--- src/rtl/core/sound_level_envelope_detector_unit_assert.svh ---
// Assertion macros for the sound level envelope detector.
`ifndef SOUND_LEVEL_ENVELOPE_DETECTOR_UNIT_ASSERT_SVH
`define SOUND_LEVEL_ENVELOPE_DETECTOR_UNIT_ASSERT_SVH

// Same-cycle implication, checked outside reset
`define SLED_ASSERT_NOW(lbl, clk, rst, ant, cons, msg) \
   lbl: assert property (@(posedge clk) disable iff (rst) (ant) |-> (cons)) else $error(msg);

// Next-cycle implication, checked outside reset
`define SLED_ASSERT_NEXT(lbl, clk, rst, ant, cons, msg) \
   lbl: assert property (@(posedge clk) disable iff (rst) (ant) |=> (cons)) else $error(msg);

`endif

--- src/rtl/core/sled_pkg.sv ---
package sled_pkg;

   // sample and level widths
   localparam int SAMPLE_BITS = 10;
   localparam logic [SAMPLE_BITS-1:0] SAMPLE_MAX = 10'd1023;
   localparam int LEVEL_BITS = 3;
   localparam int MAX_LEVEL = 4;

   // level averaging ring
   localparam int AVG_DEPTH = 20;
   localparam int RING_ADDR_BITS = $clog2(AVG_DEPTH);
   localparam int TOTAL_BITS = $clog2(AVG_DEPTH * MAX_LEVEL + 1);

   // window counter
   localparam int WCNT_BITS = 16;
   localparam int WSAMP_BITS = 16;
   localparam int CMP_BITS = (WCNT_BITS + 1 > WSAMP_BITS + 1) ? WCNT_BITS + 1 : WSAMP_BITS + 1;
   localparam logic [CMP_BITS-1:0] COUNT_MAX = CMP_BITS'((64'd1 << WCNT_BITS) - 64'd1);

   // configuration port
   localparam int THRESH_BITS = 3;
   localparam int CSR_INDEX_BITS = 2;
   localparam int CSR_DATA_BITS = 16;
   localparam logic [CSR_INDEX_BITS-1:0] CSR_WINDOW_SAMPLES = 2'd0;
   localparam logic [CSR_INDEX_BITS-1:0] CSR_HIGH_THRESHOLD = 2'd1;
   localparam logic [WSAMP_BITS-1:0] WINDOW_SAMPLES_RESET = 16'd50;

   // closed-window level word between tracker and ring
   typedef struct packed {
      logic                  valid;
      logic [LEVEL_BITS-1:0] level;
   } lvl_word_type;

   // total / AVG_DEPTH as a set of independent threshold compares
   function automatic logic [LEVEL_BITS-1:0] average_of(input logic [TOTAL_BITS-1:0] total);
      logic [LEVEL_BITS-1:0] avg;
      avg = '0;
      for (int k = 1; k <= MAX_LEVEL; k++) begin
         if (total >= TOTAL_BITS'(k * AVG_DEPTH)) begin
            avg = LEVEL_BITS'(k);
         end
      end
      return avg;
   endfunction

endpackage

--- src/rtl/core/sound_level_envelope_detector_unit.sv ---
// Sound level envelope detector. Takes one 10-bit microphone sample per
// cycle while not stalled and tracks its maximum and minimum over a window
// of window_samples samples (0 counts as 1). The closing sample of a window
// produces one result word: the window's peak-to-peak span in whole volts
// (0..4), the truncated mean of the last 20 such levels, and a flag set
// when that mean exceeds high_threshold. A result passes through the level
// word register and then the result register; the level ring memory takes
// a single read-modify-write per level, its next entry prefetched into a
// read register. The ring reads as zero after reset through per-entry valid
// bits, so there is no clearing pass. The sample side stalls only when a
// closed level and the result register are both held by a stalled result.
module sound_level_envelope_detector_unit (
   input  logic                                  clock,
   input  logic                                  reset,
   // sample channel
   input  logic                                  req_valid,
   output logic                                  req_stall,
   input  logic [sled_pkg::SAMPLE_BITS-1:0]      req_adc_sample,
   // result channel
   output logic                                  rsp_valid,
   input  logic                                  rsp_stall,
   output logic [sled_pkg::LEVEL_BITS-1:0]       rsp_window_level,
   output logic [sled_pkg::LEVEL_BITS-1:0]       rsp_average_level,
   output logic                                  rsp_sound_high,
   // configuration writes
   input  logic                                  csr_write,
   input  logic [sled_pkg::CSR_INDEX_BITS-1:0]   csr_index,
   input  logic [sled_pkg::CSR_DATA_BITS-1:0]    csr_data
);

`include "sound_level_envelope_detector_unit_assert.svh"

   logic [sled_pkg::WSAMP_BITS-1:0]  window_samples_ff;
   logic [sled_pkg::THRESH_BITS-1:0] high_threshold_ff;

   sled_pkg::lvl_word_type           lvl_word;
   logic                             ring_ready;

   // configuration registers; other indexes are ignored
   always_ff @(posedge clock) begin
      if (reset) begin
         window_samples_ff <= sled_pkg::WINDOW_SAMPLES_RESET;
         high_threshold_ff <= '0;
      end else if (csr_write) begin
         if (csr_index == sled_pkg::CSR_WINDOW_SAMPLES) begin
            window_samples_ff <= csr_data[sled_pkg::WSAMP_BITS-1:0];
         end else if (csr_index == sled_pkg::CSR_HIGH_THRESHOLD) begin
            high_threshold_ff <= csr_data[sled_pkg::THRESH_BITS-1:0];
         end
      end
   end

   // window tracker
   sled_window u_window (
      .clock          (clock),
      .reset          (reset),
      .req_valid      (req_valid),
      .req_stall      (req_stall),
      .req_adc_sample (req_adc_sample),
      .window_samples (window_samples_ff),
      .ring_ready     (ring_ready),
      .lvl_word       (lvl_word)
   );

   // level ring and result register
   sled_ring u_ring (
      .clock             (clock),
      .reset             (reset),
      .lvl_word          (lvl_word),
      .ring_ready        (ring_ready),
      .high_threshold    (high_threshold_ff),
      .rsp_valid         (rsp_valid),
      .rsp_stall         (rsp_stall),
      .rsp_window_level  (rsp_window_level),
      .rsp_average_level (rsp_average_level),
      .rsp_sound_high    (rsp_sound_high)
   );

   // checks
   `SLED_ASSERT_NOW(a_level_range, clock, reset, rsp_valid, (rsp_window_level <= 3'd4) && (rsp_average_level <= 3'd4), "result level out of range")
   `SLED_ASSERT_NOW(a_stall_cause, clock, reset, req_stall, lvl_word.valid && rsp_valid && rsp_stall, "sample stall without a held level")
   `SLED_ASSERT_NEXT(a_no_phantom, clock, reset, (!rsp_valid || !rsp_stall) && !lvl_word.valid, !rsp_valid, "result without a closed window")

endmodule

--- src/rtl/core/sled_window.sv ---
module sled_window (
   input  logic                                clock,
   input  logic                                reset,
   input  logic                                req_valid,
   output logic                                req_stall,
   input  logic [sled_pkg::SAMPLE_BITS-1:0]    req_adc_sample,
   input  logic [sled_pkg::WSAMP_BITS-1:0]     window_samples,
   input  logic                                ring_ready,
   output sled_pkg::lvl_word_type              lvl_word
);

   logic [sled_pkg::SAMPLE_BITS-1:0] max_ff, max_in;
   logic [sled_pkg::SAMPLE_BITS-1:0] min_ff, min_in;
   logic [sled_pkg::WCNT_BITS-1:0]   count_ff, count_in;
   sled_pkg::lvl_word_type           lvl_ff, lvl_in;

   logic                             advance;
   logic                             accept;
   logic                             close;
   logic [sled_pkg::SAMPLE_BITS-1:0] new_max, new_min, span;
   logic [sled_pkg::SAMPLE_BITS+2:0] scaled;
   logic [sled_pkg::CMP_BITS-1:0]    next_count, target;

   // level word moves on when empty or taken by the ring
   assign advance   = !lvl_ff.valid || ring_ready;
   assign req_stall = !advance;
   assign accept    = req_valid && advance;

   // running extremes including this sample, updated independently
   assign new_max = (req_adc_sample > max_ff) ? req_adc_sample : max_ff;
   assign new_min = (req_adc_sample < min_ff) ? req_adc_sample : min_ff;

   // window end: target reached or counter saturated; zero acts as one
   assign next_count = sled_pkg::CMP_BITS'(count_ff) + sled_pkg::CMP_BITS'(1);
   assign target     = (window_samples == '0) ? sled_pkg::CMP_BITS'(1)
                                              : sled_pkg::CMP_BITS'(window_samples);
   assign close      = (next_count >= target) || (next_count >= sled_pkg::COUNT_MAX);

   // floor(span * 5 / 1024)
   assign span   = (new_max >= new_min) ? (new_max - new_min) : '0;
   assign scaled = ({3'b000, span} << 2) + {3'b000, span};

   always_comb begin
      max_in   = max_ff;
      min_in   = min_ff;
      count_in = count_ff;
      lvl_in   = lvl_ff;
      if (advance) begin
         lvl_in.valid = 1'b0;
      end
      if (accept) begin
         if (close) begin
            max_in       = '0;
            min_in       = sled_pkg::SAMPLE_MAX;
            count_in     = '0;
            lvl_in.valid = 1'b1;
            lvl_in.level = scaled[sled_pkg::SAMPLE_BITS+2:sled_pkg::SAMPLE_BITS];
         end else begin
            max_in   = new_max;
            min_in   = new_min;
            count_in = next_count[sled_pkg::WCNT_BITS-1:0];
         end
      end
   end

   always_ff @(posedge clock) begin
      if (reset) begin
         max_ff       <= '0;
         min_ff       <= sled_pkg::SAMPLE_MAX;
         count_ff     <= '0;
         lvl_ff.valid <= 1'b0;
      end else begin
         max_ff       <= max_in;
         min_ff       <= min_in;
         count_ff     <= count_in;
         lvl_ff.valid <= lvl_in.valid;
      end
      // level payload needs no reset
      lvl_ff.level <= lvl_in.level;
   end

   assign lvl_word = lvl_ff;

endmodule

--- src/rtl/core/sled_ring.sv ---
module sled_ring (
   input  logic                                clock,
   input  logic                                reset,
   input  sled_pkg::lvl_word_type              lvl_word,
   output logic                                ring_ready,
   input  logic [sled_pkg::THRESH_BITS-1:0]    high_threshold,
   output logic                                rsp_valid,
   input  logic                                rsp_stall,
   output logic [sled_pkg::LEVEL_BITS-1:0]     rsp_window_level,
   output logic [sled_pkg::LEVEL_BITS-1:0]     rsp_average_level,
   output logic                                rsp_sound_high
);

   // level ring memory, one write and one registered read per cycle
   logic [sled_pkg::LEVEL_BITS-1:0]     ring_mem [sled_pkg::AVG_DEPTH];
   logic [sled_pkg::AVG_DEPTH-1:0]      entry_valid_ff, entry_valid_in;
   logic [sled_pkg::LEVEL_BITS-1:0]     rd_data_ff;
   logic                                rd_valid_ff;

   logic [sled_pkg::RING_ADDR_BITS-1:0] pos_ff, pos_in, pos_wrap;
   logic [sled_pkg::TOTAL_BITS-1:0]     total_ff, total_in;

   logic                                rsp_valid_ff, rsp_valid_in;
   logic [sled_pkg::LEVEL_BITS-1:0]     window_level_ff, window_level_in;
   logic [sled_pkg::LEVEL_BITS-1:0]     average_level_ff, average_level_in;
   logic                                sound_high_ff, sound_high_in;

   logic                                take;
   logic [sled_pkg::LEVEL_BITS-1:0]     old_level;
   logic [sled_pkg::LEVEL_BITS-1:0]     avg;

   // output word register frees up when empty or delivered
   assign ring_ready = !(rsp_valid_ff && rsp_stall);
   assign take       = lvl_word.valid && ring_ready;

   // read data was prefetched for the current position; unwritten entries read zero
   assign old_level = rd_valid_ff ? rd_data_ff : '0;

   assign pos_wrap = (pos_ff == sled_pkg::RING_ADDR_BITS'(sled_pkg::AVG_DEPTH - 1))
                     ? '0 : pos_ff + sled_pkg::RING_ADDR_BITS'(1);

   always_comb begin
      pos_in         = pos_ff;
      total_in       = total_ff;
      entry_valid_in = entry_valid_ff;
      if (take) begin
         pos_in                 = pos_wrap;
         total_in               = total_ff - sled_pkg::TOTAL_BITS'(old_level)
                                  + sled_pkg::TOTAL_BITS'(lvl_word.level);
         entry_valid_in[pos_ff] = 1'b1;
      end
   end

   assign avg = sled_pkg::average_of(total_in);

   // output word
   always_comb begin
      rsp_valid_in     = rsp_valid_ff;
      window_level_in  = window_level_ff;
      average_level_in = average_level_ff;
      sound_high_in    = sound_high_ff;
      if (ring_ready) begin
         rsp_valid_in     = take;
         window_level_in  = lvl_word.level;
         average_level_in = avg;
         sound_high_in    = (sled_pkg::THRESH_BITS'(avg) > high_threshold);
      end
   end

   // control state
   always_ff @(posedge clock) begin
      if (reset) begin
         pos_ff         <= '0;
         total_ff       <= '0;
         entry_valid_ff <= '0;
         rd_valid_ff    <= 1'b0;
         rsp_valid_ff   <= 1'b0;
      end else begin
         pos_ff         <= pos_in;
         total_ff       <= total_in;
         entry_valid_ff <= entry_valid_in;
         rd_valid_ff    <= entry_valid_ff[pos_in];
         rsp_valid_ff   <= rsp_valid_in;
      end
   end

   // memory write at the current slot, read one slot ahead
   always_ff @(posedge clock) begin
      if (take) begin
         ring_mem[pos_ff] <= lvl_word.level;
      end
      rd_data_ff <= ring_mem[pos_in];
   end

   // output payload
   always_ff @(posedge clock) begin
      window_level_ff  <= window_level_in;
      average_level_ff <= average_level_in;
      sound_high_ff    <= sound_high_in;
   end

   assign rsp_valid         = rsp_valid_ff;
   assign rsp_window_level  = window_level_ff;
   assign rsp_average_level = average_level_ff;
   assign rsp_sound_high    = sound_high_ff;

endmodule

--- config.mk ---
export PLATFORM = sky130hd
export DESIGN_NAME = sound_level_envelope_detector_unit
export DESIGN_NICKNAME = d
export VERILOG_FILES = /design/src/rtl/core/sled_pkg.sv /design/src/rtl/core/sound_level_envelope_detector_unit.sv /design/src/rtl/core/sled_window.sv /design/src/rtl/core/sled_ring.sv
export VERILOG_INCLUDE_DIRS = /design/src /design/src/rtl/core
export SDC_FILE = /design/constraint.sdc
export NUM_CORES = 1
export LEC_CHECK = 0
export ABC_AREA = 1
export BUFFER_PORTS_ARGS = -buffer_cell sky130_fd_sc_hd__buf_2
export CAP_MARGIN = 10
export CORE_MARGIN = 10
export CORE_UTILIZATION = 60
export CTS_CLUSTER_SIZE = 10
export DETAILED_ROUTE_END_ITERATION = 8
export GPL_TIMING_DRIVEN = 0
export PLACE_DENSITY_LB_ADDON = 0.15
export RECOVER_POWER = 100
export SYNTH_ARGS = -nofsm -noshare
export SYNTH_HDL_FRONTEND = slang
export SYNTH_SLANG_ARGS = --single-unit
export TNS_END_PERCENT = 30
--- constraint.sdc ---
create_clock -name clock -period 14.5 [get_ports clock]
set_input_delay 2.9 -clock clock [delete_from_list [all_inputs] [get_ports clock]]
set_output_delay 2.9 -clock clock [all_outputs]
set_load 0.01 [all_outputs]
Yosys cells after proc, flatten, opt, wreduce, memory -nomap -nowiden:

Memories as Yosys holds them, arrays and structs flattened. A register that Yosys moved wholly into a read port is not among the register bits.
Index checks and enable logic that the tools add are counted.
Widths: inputs -> output; s select.

* register bits after elaboration: 100
* bits in writable memories: 60
* output and inout bits: 9
* word-level logic and storage cells: 77
* memories: 1

* $add $sub $neg: 6
* order comparisons: 13
* equality and inequality tests: 2
* mux-type cells: 24
* bitwise gates (word level): 2
* reductions and logical operators: 14

Memories
* u_ring.ring_mem: depth 20, bits a word 3, rd ports 1, clocked after memory_dff 1, wr ports 1, RTL line sled_ring.sv:15 `logic [sled_pkg::LEVEL_BITS-1:0] ring_mem [sled_pkg::AVG_DEPTH];`

Operators with widths (count)
* $mux 10: 5
* $mux 16: 2
* $or 20x20->20: 1
* $add 16x1->17 const B: 1
* $ge 17x16->1 const B: 1
* $ge 17x17->1: 1
* $logic_not 16->1: 1
* $ge 7x6->1 const B: 2
* $add 12x10->13: 1
* $lt 5x6->1 const B: 2
* $ge 10x10->1: 1
* $gt 10x10->1: 1
* $lt 10x10->1: 1
* $mux 5: 2
* $sub 10x10->10: 1
* $mux 4: 2
* $add 7x3->7: 1
* $ge 7x5->1 const B: 1
* $ge 7x7->1 const B: 1
* $mux 7: 1
* $sub 7x3->7: 1
* $mux 1: 6
* $mux 3: 2
* $add 5x1->5 const B: 1
* 14 further kinds: 22

Logic depth before layout (Yosys ltp):

* word-level depth: 10
* gate-level depth with buffers: 37

Hierarchy:

A second synthesis with hierarchy kept.

* cell total of the unflattened synthesis: 1274
* area total of the unflattened synthesis: 9703.1 µm²

By module, submodules not included
* sled_ring: times used 1, cells an instance 566, area an instance 4964.8 µm², sequential area each 2752.6 µm²
* sled_window: times used 1, cells an instance 588, area an instance 3882.5 µm², sequential area each 830.8 µm²
* sound_level_envelope_detector_unit: times used 1, cells an instance 120, area an instance 855.8 µm², sequential area each 380.4 µm²

Worst setup path before layout:

Ideal clock, no wire load.

* kind: input-to-reg
* start: input port req_adc_sample[9] (netlist bit)
* end: register u_window.lvl_ff, in the netlist u_window.lvl_word[1] (data pin)
* setup time: 252 ps
* data arrival time: 6629 ps
* path slack: 7619 ps
* stages on the path: 33
* buffers on the path: 2
* path through: ha_1 nand2_2 inv_1 a21oi_2 nand3_2 nand2_2 buf_6 clkbuf_1 nand2_1 o21a_1 inv_1 ha_1 inv_1 fa_1 nand2_1 nand2_1 nand2_1 nand2_1 nand2_1 nand2_2 nand3_1 nand2_1 o21ai_0 nor2_2 ha_1 and3_1 nand2_1 nor2_1 nand2_1 nand2_2 nand2_2 nand2_1 nand2_1

* longest elaborated chain between the ends: 5

Ends and longest elaborated chain
* from (decl): RTL line sound_level_envelope_detector_unit.sv:18 `input logic [sled_pkg::SAMPLE_BITS-1:0] req_adc_sample,`
* $gt 10x10->1 / $lt 10x10->1 (equally long branches): RTL line sled_window.sv:30, sled_window.sv:31
* $mux 10, on equally long branches: RTL line sled_window.sv:30, sled_window.sv:31
* $sub 10x10->10 / $ge 10x10->1 (equally long branches): RTL line sled_window.sv:40 `assign span = (new_max >= new_min) ? (new_max - new_min) : '0;`
* $mux 10 (*): RTL line sled_window.sv:40
* $add 12x10->13 (*): RTL line sled_window.sv:41 `assign scaled = ({3'b000, span} << 2) + {3'b000, span};`
* via u_window.scaled, one bit: RTL line sled_window.sv:21 `logic [sled_pkg::SAMPLE_BITS+2:0] scaled;`
* to (decl): RTL line sled_window.sv:15 `sled_pkg::lvl_word_type lvl_ff, lvl_in;`

Mark *: on every way through the listed nets, which the timed path passes. The rest lies on a longest branch.
A chain may end at the register's enable or synchronous reset.

Worst setup path in the final report:

* start: input port req_adc_sample[7] (netlist bit)
* end: register u_window.lvl_ff, in the netlist u_window.lvl_word[1] (data pin)

The elaborated chain is that of the path after synthesis.

==> impl_metrics.json <==
{
  "swShare_pct": 28.0,
  "setup_viol": 0,
  "utilization_pct": 67.9,
  "ant_nets": 0,
  "fin_tns_setup_ps": 0,
  "num_vias": 7376,
  "p_clk_share_pct": 39.6,
  "run_status": "completed",
  "nNetsFinal": 1255,
  "cts.htree.levels": 4,
  "grt_use_total_pct": 20.3,
  "skew_ps": 7.95,
  "design_area_um2": 9860,
  "synth_edf_count": 70,
  "ys_warn_count": 0,
  "criticalPathCategory": "in -> reg",
  "crit_family": "simple AND/OR/NAND/NOR gates",
  "hold_class": "reg -> reg",
  "antenna_found_initial": 1,
  "numPortBuffers": 40,
  "critPathMostFrequentCell": "nand2_1",
  "hold_ws_ps": 456,
  "post-route-period-util_pct": 53.0,
  "synth_area_per_cell_um2": 8.12,
  "maxCapViolCount": 0,
  "max_stage_delay_ps": 420,
  "drt_iter0_drc": 544,
  "finalWirelength_mm": 20.1,
  "overflow": 0,
  "worst_slew_pin_slew_ps": 874,
  "start_util_pct": 61.3,
  "cts_setup_buffers": 0,
  "synth_seq_area_share_pct": 44.5,
  "yosys_most_used_dff": "dfxtp_1",
  "cts_max_path_buffers": 2,
  "pin_count": 42,
  "end_kind": "flip-flop",
  "slew_headroom_pct": 41.1,
  "synthCells": 1097,
  "cts_root_buffer": "clkbuf_16",
  "p_int_uw": 806,
  "synth-xor-area-share_pct": 1.87,
  "synth_top_family_by_area": "simple AND/OR/NAND/NOR gates",
  "rr_startpoint": "u_window.max_ff[9]$_SDFFE_PP0P_",
  "cts_hold_buf": 0,
  "clk_pin_slew_ps": 60,
  "cts_made_buffers": 17,
  "min_period_ps": 7690,
  "worstHoldStart": "high_threshold_ff[0]$_SDFFE_PP0P_",
  "power_frac_seq_pct": 43.7,
  "dieArea_um2": 20100,
  "grt_pass1_wl_mm": 33.2,
  "synth_seq_cells": 163,
  "fmax_mhz": 130,
  "power_frac_comb_pct": 16.7,
  "critPathRequiredTime_ps": 14690,
  "drv_slew": 0,
  "synth_nets": 1196,
  "via_per_inst": 5.45,
  "clock_latency_ps": 430,
  "die-width_um": 142,
  "placed_cell_area_um2": 9330,
  "firstDrtPassIters": 5,
  "wire_per_inst_um": 14.8,
  "cts_tree": "built",
  "dp_hpwl_mm": 14.9,
  "placementRows": 44,
  "ir_drop_mv": 0.0830,
  "fin_total_pwr_mw": 1.12,
  "cp_num_buf_inv": 6,
  "p_per_area_nw_per_um2": 114,
  "globalplace.congestion": 0.907,
  "hold_viol": 0,
  "drc": 0,
  "post_cts_resized": 0,
  "die_y_um": 142,
  "synth_adder_area_share_pct": 9.61,
  "drive_gt1_share_pct": 8.47,
  "leakage_nw": 4.29,
  "postSynth.asyncResetShare_pct": 0,
  "worstPathMaxFanout": 10,
  "grt_pass1_vias": 7096,
  "cts_sinks": 163,
  "synthMuxAreaShare_pct": 0,
  "switchingPower_uw": 313,
  "synth_compound_area_share_pct": 14.4,
  "startpoint_type": "primary input",
  "areaGrowthSynthToFinish_pct": 10.8,
  "critPathSlowestCell": "clkbuf_1",
  "grt_max_degree": 23,
  "syn_area_um2": 8900,
  "synth.distinct_cells": 49,
  "yosys.area_share.simple_pct": 21.7,
  "cp.arrival_ps": 7870,
  "critPathLaunch": "req_adc_sample[7]",
  "core_um2": 14500,
  "rsz0062_at_grt": "false"
}
## state kept, by name (all words and copies together) (netlist names)
signal / flops
u_window.max_ff: 10
u_window.lvl_word: 4
u_ring.rd_data_ff: 3
high_threshold_ff: 3
u_window.count_ff: 16
u_ring.rsp_sound_high: 1
u_ring.entry_valid_ff: 20
u_ring.pos_ff: 5
u_ring.rsp_average_level: 3
u_ring.rsp_window_level: 3
u_ring.ring_mem: 60
u_window.min_ff: 10
window_samples_ff: 16
u_ring.rsp_valid: 1
u_ring.rd_valid_ff: 1
u_ring.total_ff: 7
## layout make-up
class	instances	area (µm²)
fillers	1258	4670
multi-input cells	755	4200
flip-flops and latches	163	3960
inverters	146	548
clock buffers	18	429
well taps	184	230
repair buffers	40	188
clock inverters	14	151
plain buffers	33	148
diodes	1	2.50
## synthesized netlist by cell type, drive strengths merged, types with 7 or more instances
cell type,number,area [µm²]
a21oi,80,408
buf,7,58.8
clkbuf,26,97.6
dfxtp,93,1860
edfxtp,70,2100
ha,62,776
inv,144,541
nand2,214,853
nand3,36,205
nand4,12,81.3
nor2,161,649
nor3,8,40.0
nor4,7,43.8
o211ai,15,113
o21ai,82,410
o22ai,13,81.3
xor2,18,158
## worst register-to-register path: cells and delay by family, from the launching register on
kind,cells,cell delay [ps]
simple gates,21,2040
fa+ha+maj,4,1190
buf+inv,7,1210
compound gates,3,430
flops,1,330
## kinds of logic (layout without fill, tap and decap cells)
logic type | after synthesis | count (layout)
buf+inv | 179 | 251
fa+ha+maj | 66 | 66
other cells | 0 | 1
xor+xnor | 19 | 19
simple gates | 446 | 446
flops | 163 | 163
compound gates | 224 | 224
## power by group through the flow
stage | logic [mW] | registers, mW | clock network [mW]
3_3_place_gp | 0.185 | 0.499 | 0
4_1_cts | 0.190 | 0.489 | 0.447
6_report | 0.187 | 0.489 | 0.443
2_1_floorplan | 0.147 | 0.498 | 0
5_1_grt | 0.219 | 0.490 | 0.467
3_5_place_dp | 0.189 | 0.499 | 0
## per-layer routing
layer	GRT usage (%)	wire (µm)	up-vias	share of wire, %
li1	-	-	3780	-
met1	24.4	8760	3407	44
met2	34.6	10000	154	50
met3	4.11	808	35	4.0
met4	8.39	453	0	2.3
met5	0	0	-	0
## worst paths after layout
check                                                         end  slack (ps)  cells past startpoint
worst min-delay path            high_threshold_ff[0]$_SDFFE_PP0P_         460                      2
worst max-delay path               u_window.lvl_word[1]$_DFFE_PP_        6810                     35
worst min register to register  high_threshold_ff[0]$_SDFFE_PP0P_         460                      2
worst max register to register     u_window.lvl_word[1]$_DFFE_PP_        9080                     35
## layout by cell type, fill, tap and decap left out, types with 5 or more instances in the layout
master | netlist | routed
o211ai_1 | 15 | 15
buf_2 | 2 | 31
xor2_1 | 18 | 18
o22ai_1 | 13 | 13
dfxtp_1 | 93 | 93
a21oi_1 | 78 | 79
inv_1 | 144 | 144
edfxtp_1 | 70 | 70
nor3_1 | 8 | 8
nor4_1 | 7 | 7
ha_1 | 62 | 62
nand2_1 | 196 | 199
nor2_1 | 151 | 154
inv_6 | 0 | 5
nand4_1 | 11 | 11
clkbuf_1 | 26 | 39
o21ai_0 | 79 | 80
nand2_2 | 17 | 14
a31oi_1 | 5 | 5
clkbuf_16 | 0 | 17
nand3_1 | 31 | 33
## per-stage QoR
step | worst slack, ps | cells
global route | 6160 | 1354
floorplan | 7620 | 1097
CTS | 7310 | 1353
finish | 6810 | 1354
global placement | 6970 | 1321
detailed placement | 6890 | 1321
Note: power is estimated with default switching activity, not from simulation.
